$ cat config.mk
export PLATFORM = sky130hd
export DESIGN_NAME = hmi_serial_frame_receiver
export DESIGN_NICKNAME = d
export VERILOG_FILES = /design/src/hw/rtl/hsfr_pkg.sv /design/src/hw/rtl/hmi_serial_frame_receiver.sv /design/src/hw/rtl/hsfr_queue.sv /design/src/hw/rtl/hsfr_front.sv /design/src/hw/rtl/hsfr_back.sv
export SDC_FILE = /design/constraint.sdc
export NUM_CORES = 1
export LEC_CHECK = 0
export ABC_CLOCK_PERIOD_IN_PS = 9100
export CAP_MARGIN = 0
export CORE_ASPECT_RATIO = 0.6
export CORE_MARGIN = 2
export CORE_UTILIZATION = 50
export DETAILED_ROUTE_END_ITERATION = 12
export DONT_BUFFER_PORTS = 1
export GPL_TIMING_DRIVEN = 1
export HOLD_SLACK_MARGIN = 0.1
export PLACE_DENSITY = 0.67
export RECOVER_POWER = 100
export SLEW_MARGIN = 20
export SYNTH_ARGS = -nofsm -noshare
export SYNTH_HDL_FRONTEND = slang
export SYNTH_SLANG_ARGS = --single-unit
$ cat constraint.sdc
create_clock -name clk -period 9.1 [get_ports clk]
set_input_delay 1.365 -clock clk [delete_from_list [all_inputs] [get_ports clk]]
set_output_delay 1.365 -clock clk [all_outputs]
set_load 0.03 [all_outputs]
$ cat src/hw/rtl/hsfr_pkg.sv
// Shared types and constants of the serial frame receiver.
`timescale 1ns / 1ps
package hsfr_pkg;

  localparam int BUFFER_DEPTH = 64;
  localparam int ADDR_W       = $clog2(BUFFER_DEPTH);
  localparam int CNT_W        = $clog2(BUFFER_DEPTH + 1);
  localparam int PLEN_W       = 6;
  localparam int QUEUE_DEPTH  = 4;
  localparam int QPTR_W       = $clog2(QUEUE_DEPTH);
  localparam int QCNT_W       = $clog2(QUEUE_DEPTH + 1);
  localparam int HDR_BYTES    = 5;

  localparam logic [7:0] TERM_BYTE   = 8'hFF;
  localparam logic [7:0] CODE_ACK    = 8'h01;
  localparam logic [7:0] CODE_TOUCH  = 8'h65;
  localparam logic [7:0] CODE_PAGE   = 8'h66;
  localparam logic [7:0] CODE_STRING = 8'h70;
  localparam logic [7:0] CODE_NUMBER = 8'h71;
  localparam logic [7:0] CODE_ERRMAX = 8'h24;

  typedef enum logic [1:0] {
    ST_OK       = 2'd0,
    ST_OVERFLOW = 2'd1,
    ST_SHORT    = 2'd2
  } status_t;

  typedef enum logic [2:0] {
    FT_UNKNOWN = 3'd0,
    FT_ACK     = 3'd1,
    FT_TOUCH   = 3'd2,
    FT_PAGE    = 3'd3,
    FT_STRING  = 3'd4,
    FT_NUMBER  = 3'd5,
    FT_ERROR   = 3'd6
  } ftype_t;

  typedef enum logic [1:0] {
    S_IDLE,
    S_HDR,
    S_RD,
    S_WR
  } state_t;

  // One classified frame or status event, front to back.
  typedef struct packed {
    status_t              status;
    ftype_t               ftype;
    logic [7:0]           code;
    logic [7:0]           page;
    logic [7:0]           comp;
    logic [7:0]           evt;
    logic signed [31:0]   number;
    logic [PLEN_W-1:0]    plen;
  } cmd_t;

  // One result item.
  typedef struct packed {
    status_t              status;
    logic                 is_payload;
    ftype_t               ftype;
    logic [7:0]           code;
    logic [7:0]           page;
    logic [7:0]           comp;
    logic [7:0]           evt;
    logic signed [31:0]   number;
    logic [PLEN_W-1:0]    plen;
    logic [7:0]           data;
    logic                 last;
  } res_t;

  // Queue status seen by the front.
  typedef struct packed {
    logic full;
    logic empty;
  } qstat_t;

endpackage

$ cat src/hw/rtl/hmi_serial_frame_receiver.sv
// Top level of the display panel serial frame receiver.
//
//   channel  | handshake     | payload
//   ---------+---------------+-------------------------------------------
//   input    | push / full   | rx_byte
//   result   | empty / pop   | status .. last (eleven result fields)
//
// A byte that does not close a frame is taken whenever push is high and full is low.
// A closing byte queues a command; an idle back pops it, then registers its header.
// Payload bytes follow, each read from the frame buffer RAM through its
// registered port and then loaded; full stays high until the run is done.
// No clearing pass after reset; only counters, pointers, state and flags are reset.
// A stalled result holds the run; up to four commands queue, none during a payload run.
`timescale 1ns / 1ps
module hmi_serial_frame_receiver (
  input  logic               clk,
  input  logic               rst,
  input  logic               push,
  output logic               full,
  input  logic [7:0]         rx_byte,
  output logic               empty,
  input  logic               pop,
  output logic [1:0]         status,
  output logic               is_payload,
  output logic [2:0]         frame_type,
  output logic [7:0]         frame_code,
  output logic [7:0]         page_id,
  output logic [7:0]         component_id,
  output logic [7:0]         touch_event,
  output logic signed [31:0] number_value,
  output logic [5:0]         payload_length,
  output logic [7:0]         data_byte,
  output logic               last
);
  import hsfr_pkg::*;

  logic              q_push;
  logic              q_pop;
  cmd_t              q_wdata;
  cmd_t              q_rdata;
  qstat_t            q_stat;
  logic              pay_done;
  logic [ADDR_W-1:0] rd_addr;
  logic [7:0]        rd_data;
  res_t              res;

  hsfr_front u_front (
    .clk      (clk),
    .rst      (rst),
    .push     (push),
    .full     (full),
    .rx_byte  (rx_byte),
    .q_push   (q_push),
    .q_wdata  (q_wdata),
    .q_stat   (q_stat),
    .pay_done (pay_done),
    .rd_addr  (rd_addr),
    .rd_data  (rd_data)
  );

  hsfr_queue u_queue (
    .clk   (clk),
    .rst   (rst),
    .push  (q_push),
    .wdata (q_wdata),
    .pop   (q_pop),
    .rdata (q_rdata),
    .stat  (q_stat)
  );

  hsfr_back u_back (
    .clk      (clk),
    .rst      (rst),
    .q_rdata  (q_rdata),
    .q_stat   (q_stat),
    .q_pop    (q_pop),
    .rd_addr  (rd_addr),
    .rd_data  (rd_data),
    .pay_done (pay_done),
    .empty    (empty),
    .pop      (pop),
    .res      (res)
  );

  assign status         = res.status;
  assign is_payload     = res.is_payload;
  assign frame_type     = res.ftype;
  assign frame_code     = res.code;
  assign page_id        = res.page;
  assign component_id   = res.comp;
  assign touch_event    = res.evt;
  assign number_value   = res.number;
  assign payload_length = res.plen;
  assign data_byte      = res.data;
  assign last           = res.last;

endmodule

$ cat src/hw/rtl/hsfr_queue.sv
// Short command queue between the front and the back.
`timescale 1ns / 1ps
module hsfr_queue (
  input  logic          clk,
  input  logic          rst,
  input  logic          push,
  input  hsfr_pkg::cmd_t wdata,
  input  logic          pop,
  output hsfr_pkg::cmd_t rdata,
  output hsfr_pkg::qstat_t stat
);
  import hsfr_pkg::*;

  cmd_t              slots [QUEUE_DEPTH];
  logic [QPTR_W-1:0] wr_ptr;
  logic [QPTR_W-1:0] rd_ptr;
  logic [QCNT_W-1:0] count;
  logic              do_push;
  logic              do_pop;

  assign stat.full  = (count == QCNT_W'(QUEUE_DEPTH));
  assign stat.empty = (count == '0);
  assign do_push    = push && !stat.full;
  assign do_pop     = pop && !stat.empty;
  assign rdata      = slots[rd_ptr];

  always_ff @(posedge clk) begin
    if (do_push) begin
      slots[wr_ptr] <= wdata;
    end
  end

  always_ff @(posedge clk) begin
    if (rst) begin
      wr_ptr <= '0;
      rd_ptr <= '0;
      count  <= '0;
    end else begin
      if (do_push) wr_ptr <= wr_ptr + QPTR_W'(1);
      if (do_pop)  rd_ptr <= rd_ptr + QPTR_W'(1);
      case ({do_push, do_pop})
        2'b10:   count <= count + QCNT_W'(1);
        2'b01:   count <= count - QCNT_W'(1);
        default: count <= count;
      endcase
    end
  end

endmodule

$ cat src/hw/rtl/hsfr_front.sv
// Front: frame buffer, terminator detection and frame classification.
`timescale 1ns / 1ps
module hsfr_front (
  input  logic                       clk,
  input  logic                       rst,
  input  logic                       push,
  output logic                       full,
  input  logic [7:0]                 rx_byte,
  output logic                       q_push,
  output hsfr_pkg::cmd_t             q_wdata,
  input  hsfr_pkg::qstat_t           q_stat,
  input  logic                       pay_done,
  input  logic [hsfr_pkg::ADDR_W-1:0] rd_addr,
  output logic [7:0]                 rd_data
);
  import hsfr_pkg::*;

  logic [7:0]       mem [BUFFER_DEPTH];
  logic [7:0]       hdr_bytes [HDR_BYTES];
  logic [CNT_W-1:0] fill;
  logic [CNT_W-1:0] fill_next;
  logic [1:0]       ff_run;
  logic [1:0]       ff_run_next;
  logic             pend;
  logic             accept;
  logic             overflow;
  logic             frame_end;
  logic [CNT_W-1:0] len;
  logic [CNT_W-1:0] n;
  cmd_t             cmd;

  assign full     = q_stat.full || pend;
  assign accept   = push && !full;
  assign overflow = (fill == CNT_W'(BUFFER_DEPTH));
  assign len      = fill + CNT_W'(1);
  assign n        = len - CNT_W'(3);

  always_comb begin
    ff_run_next = '0;
    if (rx_byte == TERM_BYTE) begin
      ff_run_next = (ff_run == 2'd3) ? 2'd3 : ff_run + 2'd1;
    end
    frame_end = !overflow && (ff_run_next == 2'd3);
    fill_next = (overflow || frame_end) ? '0 : len;
  end

  always_comb begin
    cmd        = '0;
    cmd.status = ST_OK;
    cmd.ftype  = FT_UNKNOWN;
    if (overflow) begin
      cmd.status = ST_OVERFLOW;
    end else if (len == CNT_W'(3)) begin
      cmd.status = ST_SHORT;
    end else begin
      cmd.code = hdr_bytes[0];
      if (hdr_bytes[0] == CODE_ACK && n == CNT_W'(1)) begin
        cmd.ftype = FT_ACK;
      end else if (hdr_bytes[0] == CODE_TOUCH && n >= CNT_W'(4)) begin
        cmd.ftype = FT_TOUCH;
        cmd.page  = hdr_bytes[1];
        cmd.comp  = hdr_bytes[2];
        cmd.evt   = hdr_bytes[3];
      end else if (hdr_bytes[0] == CODE_PAGE && n >= CNT_W'(2)) begin
        cmd.ftype = FT_PAGE;
        cmd.page  = hdr_bytes[1];
      end else if (hdr_bytes[0] == CODE_STRING) begin
        cmd.ftype = FT_STRING;
        cmd.plen  = PLEN_W'(n - CNT_W'(1));
      end else if (hdr_bytes[0] == CODE_NUMBER && n >= CNT_W'(5)) begin
        cmd.ftype  = FT_NUMBER;
        cmd.number = {hdr_bytes[4], hdr_bytes[3], hdr_bytes[2], hdr_bytes[1]};
      end else if (hdr_bytes[0] <= CODE_ERRMAX) begin
        cmd.ftype = FT_ERROR;
      end else if (n > CNT_W'(1)) begin
        cmd.plen = PLEN_W'(n - CNT_W'(1));
      end
    end
  end

  assign q_push  = accept && (overflow || frame_end);
  assign q_wdata = cmd;

  always_ff @(posedge clk) begin
    if (accept && !overflow) begin
      mem[fill[ADDR_W-1:0]] <= rx_byte;
      if (fill < CNT_W'(HDR_BYTES)) begin
        hdr_bytes[fill[2:0]] <= rx_byte;
      end
    end
    rd_data <= mem[rd_addr];
  end

  always_ff @(posedge clk) begin
    if (rst) begin
      fill   <= '0;
      ff_run <= '0;
      pend   <= 1'b0;
    end else begin
      if (accept) begin
        fill   <= fill_next;
        ff_run <= (overflow || frame_end) ? 2'd0 : ff_run_next;
      end
      if (q_push && cmd.plen != '0) begin
        pend <= 1'b1;
      end else if (pay_done) begin
        pend <= 1'b0;
      end
    end
  end

endmodule

$ cat src/hw/rtl/hsfr_back.sv
// Back: emits the header and the payload run of each queued frame.
`timescale 1ns / 1ps
module hsfr_back (
  input  logic                        clk,
  input  logic                        rst,
  input  hsfr_pkg::cmd_t              q_rdata,
  input  hsfr_pkg::qstat_t            q_stat,
  output logic                        q_pop,
  output logic [hsfr_pkg::ADDR_W-1:0] rd_addr,
  input  logic [7:0]                  rd_data,
  output logic                        pay_done,
  output logic                        empty,
  input  logic                        pop,
  output hsfr_pkg::res_t              res
);
  import hsfr_pkg::*;

  state_t            state;
  state_t            state_next;
  cmd_t              cur;
  logic [PLEN_W-1:0] idx;
  logic              out_valid;
  logic              out_free;
  logic              ld_hdr;
  logic              ld_pay;
  logic              is_last;

  assign empty    = !out_valid;
  assign out_free = !out_valid || pop;
  assign is_last  = (idx == cur.plen);
  assign rd_addr  = ADDR_W'(idx);

  always_comb begin
    state_next = state;
    case (state)
      S_IDLE:  if (!q_stat.empty) state_next = S_HDR;
      S_HDR:   if (out_free) state_next = (cur.plen == '0) ? S_IDLE : S_RD;
      S_RD:    state_next = S_WR;
      S_WR:    if (out_free) state_next = is_last ? S_IDLE : S_RD;
      default: state_next = S_IDLE;
    endcase
  end

  always_comb begin
    q_pop  = 1'b0;
    ld_hdr = 1'b0;
    ld_pay = 1'b0;
    case (state)
      S_IDLE:  q_pop  = !q_stat.empty;
      S_HDR:   ld_hdr = out_free;
      S_WR:    ld_pay = out_free;
      default: q_pop  = 1'b0;
    endcase
    pay_done = ld_pay && is_last;
  end

  always_ff @(posedge clk) begin
    if (q_pop) cur <= q_rdata;
    if (ld_hdr) begin
      idx            <= PLEN_W'(1);
      res.status     <= cur.status;
      res.is_payload <= 1'b0;
      res.ftype      <= cur.ftype;
      res.code       <= cur.code;
      res.page       <= cur.page;
      res.comp       <= cur.comp;
      res.evt        <= cur.evt;
      res.number     <= cur.number;
      res.plen       <= cur.plen;
      res.data       <= '0;
      res.last       <= (cur.plen == '0);
    end else if (ld_pay) begin
      idx            <= idx + PLEN_W'(1);
      res.status     <= ST_OK;
      res.is_payload <= 1'b1;
      res.ftype      <= cur.ftype;
      res.code       <= cur.code;
      res.page       <= '0;
      res.comp       <= '0;
      res.evt        <= '0;
      res.number     <= '0;
      res.plen       <= cur.plen;
      res.data       <= rd_data;
      res.last       <= is_last;
    end
  end

  always_ff @(posedge clk) begin
    if (rst) begin
      state     <= S_IDLE;
      out_valid <= 1'b0;
    end else begin
      state <= state_next;
      if (ld_hdr || ld_pay) begin
        out_valid <= 1'b1;
      end else if (pop) begin
        out_valid <= 1'b0;
      end
    end
  end

endmodule

* After elaboration in Yosys (flattened, before gate mapping)
Memory sizes are Yosys's and may differ from the RTL's. A register that Yosys moved wholly into a read port is not among the register bits. Index checks and enable logic that the tools add are counted.
Storage, ports and cells: word-level logic and storage cells 138, bits in read-only memories 0, register bits 111, RAM bits 852, memories kept 3, bits in latches 0, output and inout bits 87
Operators by class: order comparisons 6, bitwise operators 0, multiplexer cells 49, eq/ne operators 21, multiply operators 0, shifts and indexed selects 0, reductions and logical operators 30, divide/modulo/power cells 0, $add $sub $neg 9
Memory list:
- u_front.mem | depth 64, bits a word 8, read ports 1, clocked after Yosys merged registers in 1, write ports 1, line hsfr_front.sv:18 | logic [7:0] mem [BUFFER_DEPTH];
- u_queue.slots | depth 4, bits a word 75, read ports 1, clocked after Yosys merged registers in 1, write ports 1, line hsfr_queue.sv:14 | cmd_t slots [QUEUE_DEPTH];
- u_front.hdr_bytes | depth 5, bits a word 8, read ports 5, clocked after Yosys merged registers in 0, write ports 1, line hsfr_front.sv:19 | logic [7:0] hdr_bytes [HDR_BYTES];
Operators with widths (count):
- 85-bit two-way mux | 2
- 73-bit two-way mux | 2
- 38-bit two-way mux | 2
- 32-bit two-way mux | 2
- 62-bit two-way mux | 1
- 8-bit by 7-bit == test with 1-bit output (second input constant) | 4
- 6-bit two-way mux | 4
- 2-bit two-way mux | 10
- 3-bit two-way mux | 6
- 16-bit two-way mux | 1
- 8-bit two-way mux | 2
- 7-bit by 3-bit >= comparator with 1-bit output (second input constant) | 2
- 1-bit two-way mux | 14
- 1-bit logical AND | 12
- 2-bit == test (second input constant) | 5
- 8-bit by 1-bit == test with 1-bit output (second input constant) | 1
- 8-bit == test (second input constant) | 1
- 8-bit by 6-bit less-or-equal comparator with 1-bit output (second input constant) | 1
- 2-bit one-hot mux with 4 select lines | 1
- 2-bit nonzero test | 4
- 7-bit by 1-bit adder with 7-bit output (second input constant) | 1
- 7-bit by 1-bit == test with 1-bit output (second input constant) | 1
- 7-bit by 2-bit == test with 1-bit output (second input constant) | 1
- 7-bit == test (second input constant) | 1
- other kinds (23) | 34

* Depth between registers and ports, before layout
depth after elaboration 15, mapped depth 15, mapped depth without buffers 13

* Modules after synthesis
A second synthesis with hierarchy kept.
Unflattened totals: cells, all modules 1895, area, all modules 40010.9 µm²
Modules (own cells, without submodules):
- hsfr_front | sequential area each 16936.2 µm², times used 1, cells an instance 1117, area an instance 22878.2 µm²
- hsfr_queue | sequential area each 9188.8 µm², times used 1, cells an instance 445, area an instance 11288.3 µm²
- hsfr_back | sequential area each 4894.7 µm², times used 1, cells an instance 333, area an instance 5844.4 µm²

* Least setup slack after synthesis
OpenSTA, ideal clock, no wires.
path type flip-flop to flip-flop, start register u_back.state[1], end register u_queue.count[2], path buffers 1, data arrival time 7.587 ns, period minus slack after synthesis 7.657 ns, setup slack 1.443 ns, library setup time 0.070 ns, required time 9.030 ns, stages on the path, launching flop included 9, cells stage by stage dfxtp_1 clkbuf_1 nor3_1 ha_1 inv_1 fa_1 xor2_1 or3_1 a21oi_1
On the way: longest elaborated chain between the ends 5, elaborated cells on any way between the ends 7
Ends and longest elaborated chain:
- from (decl) | line hsfr_back.sv:18 | state_t state;
- from (signal assigned) | line hsfr_back.sv:93 | state <= state_next;
- 2-bit zero test * | line hsfr_back.sv:48 | case (state)
- 1-bit two-way mux * | line hsfr_back.sv:48
- named net q_pop | line hmi_serial_frame_receiver.sv:38 | logic q_pop;
- 1-bit logical AND * | line hsfr_queue.sv:24 | assign do_pop = pop && !stat.empty;
- 2-bit by 1-bit == test with 1-bit output or 2-bit == test (tied branches) | line hsfr_queue.sv:41 | case ({do_push, do_pop})
- 3-bit one-hot mux with 2 select lines or 2-bit nonzero test (tied branches)
- to (signal assigned) | line hsfr_queue.sv:42 | 2'b10: count <= count + QCNT_W'(1);
- to (signal assigned) | line hsfr_queue.sv:43 | 2'b01: count <= count - QCNT_W'(1);
- to (signal assigned) | line hsfr_queue.sv:44 | default: count <= count;
- to (decl) | line hsfr_queue.sv:17 | logic [QCNT_W-1:0] count;
Mark *: on every way through the listed nets, which the timed path passes. The rest lies on a longest branch. A chain may end at the register's enable or synchronous reset.

* Final worst setup path
start input pop, end register, netlist name u_back.res[41]
On the way: longest elaborated chain between the ends 3, elaborated cells on any way between the ends 4
Ends and longest elaborated chain:
- from (decl) | line hmi_serial_frame_receiver.sv:22 | input logic pop,
- 1-bit logical OR * | line hsfr_back.sv:29 | assign out_free = !out_valid || pop;
- 1-bit two-way mux | line hsfr_back.sv:48
- 2-bit nonzero test (no line) *
Mark *: on every way between the ends. The rest lies on a longest branch, timed or not.

==> flow_metrics.py <==
metrics = {
    "outcome": {
        "status": "finished with violations",
        "violations": "max-capacitance violations, max-slew violations",
    },
    "timing": {
        "period_minus_slack_ns": 6.18,
        "fin_skew_ns": 0.0189,
        "maxSlewHeadroom_pct": -165,
        "tns_ns": 0,
        "max_freq_mhz": 162,
        "drv_slew": 694,
        "setup_viol": 0,
        "hold_violations": 0,
        "period_share_pct": 67.9,
        "rsz0062_at_grt": "no",
        "tightest_slew_ns": 3.98,
        "setup_ws_ns": 2.92,
    },
    "detailed_routing": {
        "firstDrtPassIters": 7,
        "vias": 17978,
        "drt_iter0_drc": 2126,
        "ant_nets": 0,
        "wl_per_cell_um": 27.2,
        "drc": 0,
        "vias_per_cell": 5.91,
        "wirelength_mm": 82.6,
    },
    "synth": {
        "synth_top_family_by_area": "multiplexers",
        "ys.flop_type": "edfxtp_1",
        "synth_top_area_share_pct": 75.8,
        "post-synth-top-area-cell": "edfxtp_1",
        "yosysMostFrequentCell": "edfxtp_1",
        "synthTopCellsByArea": "edfxtp_1 76%, mux4_2 14%, dfxtp_1 2.2%",
        "syn-instance-count": 1873,
        "synthMuxAreaShare_pct": 13.8,
        "synth-edff-count": 1003,
        "yosys.area_share.simple_pct": 5.32,
        "synth_xor_xnor_area_share_pct": 0.548,
        "synthAdderAreaFrac_pct": 0.365,
        "synth_cell_types": 56,
        "yosys-top-cells-count": "1003 x edfxtp_1, 243 x mux4_2, 130 x and2_1",
        "syn_area_per_cell_um2": 21.2,
        "syn-num-nets": 1896,
        "yosys_warnings": 0,
        "synth_compound_area_share_pct": 0.834,
        "ys_ff_latch": 1046,
        "synth-async-reset-ratio_pct": 0,
        "ys_seq_area_share_pct": 78.0,
        "syn_area_mm2": 0.0397,
    },
    "clocking": {
        "clockBufferDepth": 3,
        "post_cts_resized": 0,
        "cts_tree": "yes",
        "clkSinkCount": 1046,
        "cts_setup_buffers": 0,
        "path_clk_slew_ns": 0.07,
        "cts_made_buffers": 93,
        "cts_hold_buf": 0,
        "clk_latency_ns": 0.68,
        "root_buffer": "clkbuf_16",
        "htree_levels": 3,
    },
    "min_path": {
        "hold_end": "u_back.res[6]",
        "hp-start": "u_front.rd_data[5]",
        "hold_depth": 2,
        "min_path_type": "flip-flop to flip-flop",
    },
    "floorplan": {
        "start_util_pct": 50.2,
        "coreArea_mm2": 0.0791,
        "dieHeight_um": 222,
        "die_x_um": 368,
        "ios": 99,
        "row_count": 80,
        "die_area_mm2": 0.0818,
    },
    "global_routing": {
        "track_usage_pct": 20.2,
        "grt_pass1_wl_mm": 121,
        "antenna_found_initial": 3,
        "grt_max_degree": 101,
        "grt_pass1_vias": 17833,
        "grt.overflow.total": 0,
    },
    "layout": {
        "fin_nets": 1917,
        "drive_gt1_share_pct": 21.1,
        "fillCellCount": 5872,
        "fin_util_pct": 55.4,
        "area_delta_synth_final_pct": 10.4,
    },
    "place": {
        "portBuffers": 0,
        "routabilityCongestion": 0.808,
        "dp_hpwl_mm": 47.9,
        "place_ws_ns": 5.12,
    },
    "critical_path": {
        "startpoint_type": "input port",
        "worstPathMaxFanout": 46,
        "startpoint": "pop",
        "r2r-start": "u_back.rd_addr[0]",
        "critPathRequiredTime_ns": 9.35,
        "arrival_ns": 6.43,
        "crit_type": "input port to flip-flop",
        "reg2reg_slack_ns": 3.28,
        "rr_worst_depth": 4,
        "worst_setup_path_end_kind": "flip-flop",
        "r2r-end": "u_front.rd_data[2]",
    },
    "power_and_ir_drop": {
        "power_density_mw_per_mm2": 236,
        "ir_worst_vdd_mv": 0.200,
        "power.leakage_nw": 14.0,
    },
    "run": {
        "cap_viol_max_count": 15,
    },
}
[sequential cells by signal (all words and copies together), names as in the netlist]
name and count:
u_front.mem 512, u_queue.slots 300, u_back.res 85, u_back.cur 75, u_front.hdr_bytes 40, u_front.rd_data 8, u_front.fill 7, u_back.rd_addr 6
u_queue.count 3, u_back.state 2, u_front.ff_run 2, u_queue.rd_ptr 2, u_queue.wr_ptr 2, u_back.out_valid 1, u_front.pend 1
[cell type report]
class / instances / area, µm² / share of cell area, %
Sequential cell: 1046 / 31000 / 70.7
Clock inverter: 57 / 607 / 1.38
Multi-Input combinational cell: 717 / 8250 / 18.8
Tap cell: 1066 / 1330 / 3.04
Clock buffer: 117 / 2500 / 5.70
Inverter: 16 / 61.3 / 0.140
Timing Repair Buffer: 20 / 105 / 0.240
Antenna cell: 1 / 2.50 / 0.00571
[per-stage QoR]
step	total power (W)	std cells	cell area (µm²)	hold WS, ns
2_1_floorplan	0.00617	1873	39700	0.420
3_3_place_gp	0.00642	2864	40900	0.461
3_5_place_dp	0.00642	2864	40900	0.478
4_1_cts	0.0104	3038	44000	0.506
5_1_grt	0.0107	3039	43800	0.530
6_report	0.0103	3040	43800	0.504
[power by group]
group / switching [W] / internal (W) / leakage, nW
clock network: 0.00176 / 0.00223 / 1.51
logic: 0.000406 / 0.000510 / 2.52
registers: 0.000128 / 0.00531 / 9.97
total: 0.00229 / 0.00805 / 14.0
[worst max path at each step]
stage / cells past startpoint / to / slack [ns]
finish: 6 / u_back.res[41] / 2.92
detailed placement: 8 / u_back.rd_addr[0] / 5.12
floorplan: 8 / u_queue.count[2] / 1.44
global route: 2 / u_back.cur[34] / 2.52
global placement: 6 / u_queue.slots[3][23] / 5.28
CTS: 11 / u_queue.slots[1][17] / 5.21
[critical path, cell delays in order]
cell and delay (ns):
nand2b_1 0.57, nand2_1 0.12, clkbuf_1 0.43, clkinvlp_2 0.42
clkbuf_1 1.56, clkbuf_1 1.86
[cells in the final DEF (no fill, tap or decap), types with 7 or more instances in the layout]
cell / instances
a21oi_1: 15
and2_0: 115
and2_1: 15
and3_1: 20
buf_4: 7
bufinv_16: 9
clkbuf_1: 27
clkbuf_16: 94
clkinv_1: 12
clkinv_2: 17
clkinvlp_4: 7
dfxtp_1: 39
edfxtp_1: 1003
ha_1: 10
inv_1: 15
mux4_2: 243
nand2_1: 50
nand3_1: 19
nor2_1: 105
nor3_1: 9
o21ai_0: 10
or3_1: 7
xnor2_1: 7
xor2_1: 16
[cell families (layout without fill, tap and decap cells)]
family,Yosys count,in the layout
other cells,0,1
flops,1046,1046
simple gates,387,387
buf+inv,110,210
fa+ha+maj,11,11
mux,245,245
compound gates,50,50
xor+xnor,24,24
[routing by layer]
metal / track usage, % / vias to the layer above / part of all wire, %
li1: - / 7630 / -
met1: 31.0 / 9455 / 44
met2: 28.7 / 773 / 45
met3: 6.17 / 116 / 9.3
met4: 4.56 / 4 / 1.9
met5: 0.699 / - / 0.11
No activity file was read; power rests on OpenSTA's default activity.
